**src/rtl/stip_pkg.sv**
```systemverilog
// Package for the string to integer parser: payload types, character codes,
// radix constants and the digit decoder. Depends on nothing.
package stip_pkg;

  localparam int VALUE_WIDTH    = 32;
  localparam int POSITION_WIDTH = 16;
  localparam int BASE_WIDTH     = 6;
  localparam int CHAR_WIDTH     = 8;

  localparam logic [VALUE_WIDTH-1:0] VALUE_HALF = {1'b1, {(VALUE_WIDTH-1){1'b0}}};
  localparam logic [VALUE_WIDTH-1:0] VALUE_MAX  = {1'b0, {(VALUE_WIDTH-1){1'b1}}};
  localparam logic [POSITION_WIDTH-1:0] POSITION_MAX = '1;

  localparam logic [BASE_WIDTH-1:0] BASE_AUTO  = 6'd0;
  localparam logic [BASE_WIDTH-1:0] BASE_OCT   = 6'd8;
  localparam logic [BASE_WIDTH-1:0] BASE_DEC   = 6'd10;
  localparam logic [BASE_WIDTH-1:0] BASE_HEX   = 6'd16;
  localparam logic [BASE_WIDTH-1:0] BASE_RESET = BASE_DEC;

  localparam logic [CHAR_WIDTH-1:0] CH_TAB   = 8'h09;
  localparam logic [CHAR_WIDTH-1:0] CH_CR    = 8'h0D;
  localparam logic [CHAR_WIDTH-1:0] CH_SPACE = 8'h20;
  localparam logic [CHAR_WIDTH-1:0] CH_PLUS  = 8'h2B;
  localparam logic [CHAR_WIDTH-1:0] CH_MINUS = 8'h2D;
  localparam logic [CHAR_WIDTH-1:0] CH_ZERO  = 8'h30;
  localparam logic [CHAR_WIDTH-1:0] CH_NINE  = 8'h39;
  localparam logic [CHAR_WIDTH-1:0] CH_UP_A  = 8'h41;
  localparam logic [CHAR_WIDTH-1:0] CH_UP_Z  = 8'h5A;
  localparam logic [CHAR_WIDTH-1:0] CH_LO_A  = 8'h61;
  localparam logic [CHAR_WIDTH-1:0] CH_LO_Z  = 8'h7A;
  localparam logic [CHAR_WIDTH-1:0] CH_UP_X  = 8'h58;
  localparam logic [CHAR_WIDTH-1:0] CH_LO_X  = 8'h78;
  localparam logic [CHAR_WIDTH-1:0] LETTER_OFFSET = 8'd10;

  typedef struct packed {
    logic                  first_char;
    logic [CHAR_WIDTH-1:0] char_code;
  } in_word_t;

  typedef struct packed {
    logic signed [VALUE_WIDTH-1:0] value;
    logic                          range_error;
    logic                          digits_found;
    logic [POSITION_WIDTH-1:0]     end_offset;
  } out_word_t;

  typedef struct packed {
    logic                  alnum;
    logic [BASE_WIDTH-1:0] digit;
  } digit_t;

  typedef enum logic [4:0] {
    PH_IDLE   = 5'b00001,
    PH_LEAD   = 5'b00010,
    PH_SIGNED = 5'b00100,
    PH_ZERO   = 5'b01000,
    PH_DIGITS = 5'b10000
  } phase_t;

  function automatic digit_t decode_digit(input logic [CHAR_WIDTH-1:0] c);
    digit_t r;
    logic [CHAR_WIDTH-1:0] d;
    r = '0;
    d = '0;
    if (c >= CH_ZERO && c <= CH_NINE) begin
      r.alnum = 1'b1;
      d = c - CH_ZERO;
    end else if (c >= CH_UP_A && c <= CH_UP_Z) begin
      r.alnum = 1'b1;
      d = c - CH_UP_A + LETTER_OFFSET;
    end else if (c >= CH_LO_A && c <= CH_LO_Z) begin
      r.alnum = 1'b1;
      d = c - CH_LO_A + LETTER_OFFSET;
    end
    r.digit = d[BASE_WIDTH-1:0];
    return r;
  endfunction

endpackage

```
**src/rtl/string_to_integer_parser.sv**
```systemverilog
// String to integer parser top level: input register, one pass of parse logic,
// result register. Depends on stip_pkg.
//
//   channel  | handshake            | payload
//   ---------+----------------------+---------------------------------------------
//   in       | in_valid, in_stall   | first_char, char_code
//   out      | out_valid, out_stall | value, range_error, digits_found, end_offset
//   cfg      | cfg_we               | number_base
//
// One character is taken in every cycle unless in_stall holds the input. A result
// is shown on the output after its terminating character is taken: the character
// is held in the input register, then the parse logic with its multiply-accumulate
// and limit compare loads the result register.
// Reset is synchronous and sets the radix to ten and the parser to idle.
// A held result stalls only characters that would end another number.
module string_to_integer_parser (
  input  logic                               clk,
  input  logic                               rst,
  input  logic                               in_valid,
  output logic                               in_stall,
  input  stip_pkg::in_word_t                 in_data,
  output logic                               out_valid,
  input  logic                               out_stall,
  output stip_pkg::out_word_t                out_data,
  input  logic                               cfg_we,
  input  logic [stip_pkg::BASE_WIDTH-1:0]    cfg_wdata
);

  localparam int VW = stip_pkg::VALUE_WIDTH;
  localparam int PW = stip_pkg::POSITION_WIDTH;
  localparam int BW = stip_pkg::BASE_WIDTH;
  localparam int MW = VW + BW + 1;

  logic [BW-1:0]       number_base;
  logic                s1_valid;
  stip_pkg::in_word_t  s1_data;

  stip_pkg::phase_t    phase, phase_next;
  logic                negative, negative_next;
  logic [VW-1:0]       accum, accum_next;
  logic                overflowed, overflowed_next;
  logic                any_digit, any_digit_next;
  logic [PW-1:0]       position, position_next;
  logic [BW-1:0]       active_base, active_base_next;

  logic                fire;
  logic                emit;
  logic                start;
  logic                take;
  logic                is_digit;
  logic [PW-1:0]       result_pos;
  stip_pkg::digit_t    dec;
  logic [MW-1:0]       product;
  logic [MW-1:0]       limit;
  logic [7:0]          c;

  always_comb begin
    c                = s1_data.char_code;
    dec              = stip_pkg::decode_digit(c);
    phase_next       = phase;
    negative_next    = negative;
    accum_next       = accum;
    overflowed_next  = overflowed;
    any_digit_next   = any_digit;
    position_next    = position;
    active_base_next = active_base;
    start            = 1'b0;
    take             = 1'b0;
    emit             = 1'b0;
    is_digit         = 1'b0;
    product          = '0;
    limit            = '0;

    if (s1_data.first_char) begin
      phase_next       = stip_pkg::PH_LEAD;
      negative_next    = 1'b0;
      accum_next       = '0;
      overflowed_next  = 1'b0;
      any_digit_next   = 1'b0;
      position_next    = '0;
      active_base_next = number_base;
    end

    case (phase_next)
      stip_pkg::PH_LEAD: begin
        if (c == stip_pkg::CH_SPACE || (c >= stip_pkg::CH_TAB && c <= stip_pkg::CH_CR)) begin
          phase_next = stip_pkg::PH_LEAD;
        end else if (c == stip_pkg::CH_MINUS) begin
          negative_next = 1'b1;
          phase_next    = stip_pkg::PH_SIGNED;
        end else if (c == stip_pkg::CH_PLUS) begin
          phase_next = stip_pkg::PH_SIGNED;
        end else begin
          start = 1'b1;
        end
      end
      stip_pkg::PH_SIGNED: begin
        start = 1'b1;
      end
      stip_pkg::PH_ZERO: begin
        phase_next = stip_pkg::PH_DIGITS;
        if (c == stip_pkg::CH_LO_X || c == stip_pkg::CH_UP_X) begin
          active_base_next = stip_pkg::BASE_HEX;
        end else begin
          active_base_next = (active_base_next == stip_pkg::BASE_AUTO) ?
                             stip_pkg::BASE_OCT : stip_pkg::BASE_HEX;
          any_digit_next   = 1'b1;
          take             = 1'b1;
        end
      end
      stip_pkg::PH_DIGITS: begin
        take = 1'b1;
      end
      default: begin
        phase_next = stip_pkg::PH_IDLE;
      end
    endcase

    if (start) begin
      if ((active_base_next == stip_pkg::BASE_AUTO || active_base_next == stip_pkg::BASE_HEX)
          && c == stip_pkg::CH_ZERO) begin
        phase_next = stip_pkg::PH_ZERO;
      end else begin
        if (active_base_next == stip_pkg::BASE_AUTO) begin
          active_base_next = stip_pkg::BASE_DEC;
        end
        phase_next = stip_pkg::PH_DIGITS;
        take       = 1'b1;
      end
    end

    result_pos = position_next;

    if (take) begin
      is_digit = dec.alnum && (dec.digit < active_base_next) &&
                 (active_base_next != stip_pkg::BASE_AUTO);
      product  = MW'(accum_next) * MW'(active_base_next) + MW'(dec.digit);
      limit    = negative_next ? MW'(stip_pkg::VALUE_HALF) : MW'(stip_pkg::VALUE_MAX);
      if (is_digit) begin
        any_digit_next = 1'b1;
        if (!overflowed_next) begin
          if (product > limit) begin
            overflowed_next = 1'b1;
            accum_next      = limit[VW-1:0];
          end else begin
            accum_next = product[VW-1:0];
          end
        end
      end else begin
        emit       = 1'b1;
        phase_next = stip_pkg::PH_IDLE;
      end
    end

    if (phase_next != stip_pkg::PH_IDLE && position_next != stip_pkg::POSITION_MAX) begin
      position_next = position_next + 1'b1;
    end
  end

  assign fire     = s1_valid && (!emit || !out_valid || !out_stall);
  assign in_stall = s1_valid && !fire;

  always_ff @(posedge clk) begin
    if (rst) begin
      number_base <= stip_pkg::BASE_RESET;
    end else if (cfg_we) begin
      number_base <= cfg_wdata;
    end
  end

  always_ff @(posedge clk) begin
    if (rst) begin
      s1_valid <= 1'b0;
    end else if (in_valid && !in_stall) begin
      s1_valid <= 1'b1;
    end else if (fire) begin
      s1_valid <= 1'b0;
    end
  end

  always_ff @(posedge clk) begin
    if (in_valid && !in_stall) begin
      s1_data <= in_data;
    end
  end

  always_ff @(posedge clk) begin
    if (rst) begin
      phase       <= stip_pkg::PH_IDLE;
      negative    <= 1'b0;
      accum       <= '0;
      overflowed  <= 1'b0;
      any_digit   <= 1'b0;
      position    <= '0;
      active_base <= '0;
    end else if (fire) begin
      phase       <= phase_next;
      negative    <= negative_next;
      accum       <= accum_next;
      overflowed  <= overflowed_next;
      any_digit   <= any_digit_next;
      position    <= position_next;
      active_base <= active_base_next;
    end
  end

  always_ff @(posedge clk) begin
    if (rst) begin
      out_valid <= 1'b0;
    end else begin
      out_valid <= (fire && emit) || (out_valid && out_stall);
    end
  end

  always_ff @(posedge clk) begin
    if (fire && emit) begin
      out_data.value        <= negative_next ? (VW'(0) - accum_next) : accum_next;
      out_data.range_error  <= overflowed_next;
      out_data.digits_found <= any_digit_next;
      out_data.end_offset   <= any_digit_next ? result_pos : '0;
    end
  end

endmodule

```
**config.mk**
```make
export PLATFORM = sky130hd
export DESIGN_NAME = string_to_integer_parser
export DESIGN_NICKNAME = d
export VERILOG_FILES = /design/src/rtl/stip_pkg.sv /design/src/rtl/string_to_integer_parser.sv
export SDC_FILE = /design/constraint.sdc
export NUM_CORES = 1
export LEC_CHECK = 0
export BUFFER_PORTS_ARGS = -buffer_cell sky130_fd_sc_hd__buf_2
export CORE_MARGIN = 2
export CORE_UTILIZATION = 65
export CTS_CLUSTER_DIAMETER = 150
export DETAILED_ROUTE_END_ITERATION = 12
export GPL_TIMING_DRIVEN = 0
export HOLD_SLACK_MARGIN = 0.03
export PLACE_DENSITY = 0.9
export SLEW_MARGIN = 40
export SYNTH_ARGS = -nofsm -noshare
export SYNTH_HDL_FRONTEND = slang
export SYNTH_SLANG_ARGS = --single-unit
```
**constraint.sdc**
```tcl
create_clock -name clk -period 16.1 [get_ports clk]
set_input_delay 0.805 -clock clk [delete_from_list [all_inputs] [get_ports clk]]
set_output_delay 0.805 -clock clk [all_outputs]
set_load 0.01 [all_outputs]
```
==> results.toml <==
[sta]
setup_tns_ns = 0
min_period_ns = 14.44
timing_worst_slew_pin_value_ns = 0.817
holdWs_ns = 0.460
rsz0062_at_grt = "no"
fmax_ghz = 0.0693
setup_viol = 0
finalCritPeriodShare_pct = 89.7
drv_slew = 0
hold_viol = 0
slew_headroom_pct = 45.5
finalClockSkew_ns = 0.0120

[power_and_ir_drop]
powerDensity_nw_per_um2 = 61.6
finalPower_w = 0.000976
peakVddDrop_mv = 0.0817
cellLeakagePower_nw = 7.19

[critical_path]
r2r_slack_ns = 1.66
critPathCaptureType = "flip-flop"
reg2reg_depth = 46
r2r_start = "c[0]$_DFFE_PP_"
endpoint = "out_data[48]$_DFFE_PP_"
critPathSlowestCell = "clkinv_1"
crit_start = "c[0]$_DFFE_PP_"
reg2reg_to = "out_data[48]$_DFFE_PP_"
timing.critical_path.required_ns = 16.28
setup.worst_path.start_class = "flip-flop"
critical_path_class = "reg2reg"
worstPathArrival_ns = 14.62
cpPeakStageDelay_ns = 0.74
crit_fanout = 10

[synthesis]
synthFlopType = "dfxtp_1"
synth_cells = 1728
avgSynthCellArea_um2 = 8.42
ys_async_sr_fraction_pct = 0
yosys_register_bits = 129
synth_cell_types = 89
synth_edf_count = 59
seq_area_frac_synth_pct = 21.8
synth_area_um2 = 14500
syn-num-nets = 2006
yosys_warnings = 0

[cells_and_area]
nets = 2095
drive_gt1_share_pct = 9.40
final_util_pct = 72.4
area_delta_synth_final_pct = 8.92
n_fill_cell = 1673
stdcell_area_um2 = 15800
antennaDiodeCount = 0

[drt]
post_drt_wl_per_cell_um = 22.4
via_per_inst = 6.68
drc_errors = 0
drt-total-wl_um = 47200
dr_total_vias = 14100
dr.pass1.iters = 6
drt_iter0_markers = 1850
ant_nets = 0

[die]
die_h_um = 154
core_um2 = 21900
die_w_um = 154
rows = 54
start_util_pct = 66.4
dieArea_um2 = 23600
ios = 72

[global_route]
gr-usage-all-layers_pct = 40.3
grt_max_degree = 40
grt_remaining_overflow = 0
grt_pass1_wl_um = 74800
grt_pass1_vias = 13934
antenna_found_initial = 0

[min_path]
worst_hold_path.num_cells = 2
hold_class = "reg2reg"

[clocking]
cts_buffers = 17
cts_tree = "built"
cts_resized = 0
clockRootBuffer = "clkbuf_16"
cts_hold_buf = 0
post_cts_buffers = 0
clockBufferDepth = 2
clk-insertion-delay-late_ns = 0.43
htree_levels = 4
clock_sinks = 129
clk_pin_slew_ns = 0.07

[outcome]
outcome = "finished, final reports clean"

[placed_design]
routabilityCongestion = 1.00
placed_area_um2 = 15300
portBuffers = 69
post-dp-hpwl_um = 37100

[run]
drv_cap = 0
## worst min path at each step
stage | startpoint | to | slack (ns)
after global routing | accum[24]$_SDFFE_PP0P_ | accum[24]$_SDFFE_PP0P_ | 0.46
after detailed placement | accum[24]$_SDFFE_PP0P_ | accum[24]$_SDFFE_PP0P_ | 0.44
final | accum[24]$_SDFFE_PP0P_ | accum[24]$_SDFFE_PP0P_ | 0.46
after CTS | accum[24]$_SDFFE_PP0P_ | accum[24]$_SDFFE_PP0P_ | 0.45
after global placement | accum[24]$_SDFFE_PP0P_ | accum[24]$_SDFFE_PP0P_ | 0.44
after floorplan | accum[24]$_SDFFE_PP0P_ | accum[24]$_SDFFE_PP0P_ | 0.43
## where the power goes
group	switching [W]	total (W)	leakage [nW]	internal, W
Combinational	0.000167	0.000242	5.79	0.0000750
Sequential	0.0000109	0.000368	1.14	0.000357
Clock	0.000166	0.000366	0.260	0.000201
## flip-flops by register name, summed over array words and instances (netlist names)
name	flops
s1_data	1
active_base	6
s1_valid	1
any_digit	1
out_valid	1
overflowed	1
phase	5
c	8
number_base	6
accum	32
position	16
out_data	50
negative	1
## cell families after synthesis
family	Yosys count	share of synthesized area, %
AOI/OAI and AO/OA	380	17.5
DFF	129	21.8
muxes	15	1.08
and+or+nand+nor	674	21.2
buffers and inverters	200	5.43
xor gates and xnor gates	72	4.34
adders and majority gates	258	28.6
## worst max-delay path, delay by kind of cell, from the launching register on
family	cells	cell delay (ns)
and+or+nand+nor	15	4.42
buffers and inverters	5	2.08
xor gates and xnor gates	2	0.27
adders and majority gates	8	2.93
DFF	1	0.50
AOI/OAI and AO/OA	16	3.93
## layer usage
metal	vias to the layer above	part of all wire, %	global-route usage [%]
met5	-	0	0
met1	6691	38	52.4
met3	185	11	8.09
met2	1035	46	64.8
li1	6189	-	-
met4	0	4.9	19.1
## cells in the final DEF, fill, tap and decap left out, types with 21 or more instances in the layout
cell type and count:
dfxtp_1 70, nor2b_1 27, nor2_1 251, nand2_1 210, a31oi_1 28, a21oi_1 107, ha_1 134, nand3_1 33
fa_1 124, and3_1 26, xnor2_1 50, nand4_1 25, a211oi_1 33, buf_2 85, a21o_1 21, xor2_1 22
inv_1 110, o21ai_0 73, clkbuf_1 64, edfxtp_1 59
## cell usage after synthesis, types with 4 or more instances
master     count  area [um2]
a22o_1         4        35.0
a21oi_1      107         536
nor2b_1       28         175
nor2_1       251         942
and2_1        15        93.8
mux2i_1        9        90.1
xnor2_1       50         438
a22oi_1        7        52.6
nand3_1       33         165
nand2_1      210         788
nand4_1       25         156
ha_1         134        1680
o31ai_1        6        45.0
edfxtp_1      59        1770
a2111oi_0      4        35.0
a311oi_1       5        43.8
clkbuf_1      65         244
inv_1        110         413
o21bai_1       6        45.0
a41oi_1        4        35.0
o21ai_0       73         365
a211oi_2       4        50.1
a21o_1        21         158
o21ai_1        6        30.0
a211o_1        5        43.8
a31oi_1       29         181
nor3_1        20         100
nor4b_1        4        35.0
and3_1        27         169
nand3b_1       6        45.0
fa_1         124        2480
dfxtp_1       70        1400
a211oi_1      33         248
mux2_2         6        67.6
nand2b_1      17         106
xor2_1        22         193
nor4_1        13        81.3
a2111oi_2      4        60.1
o21a_1        10        75.1
buf_2         16        80.1
o211ai_1      12        90.1
## stage by stage
stage / cells / setup WS, ns
global route: 2110 / 1.23
finish: 2110 / 1.66
floorplan: 1728 / 5.46
global placement: 2077 / 2.11
CTS: 2110 / 2.27
detailed placement: 2078 / 2.42
## final cells by class
type	instances	area, um2	area share, %
multi-input cells	1399	10600	67.0
flip-flops and latches	129	3170	20.0
clock buffers	17	425	2.69
inverters	113	424	2.68
plain buffers	87	369	2.33
repair buffers	70	365	2.31
well taps	280	350	2.21
clock inverters	15	125	0.790
No activity file was read; power rests on OpenSTA's default activity.
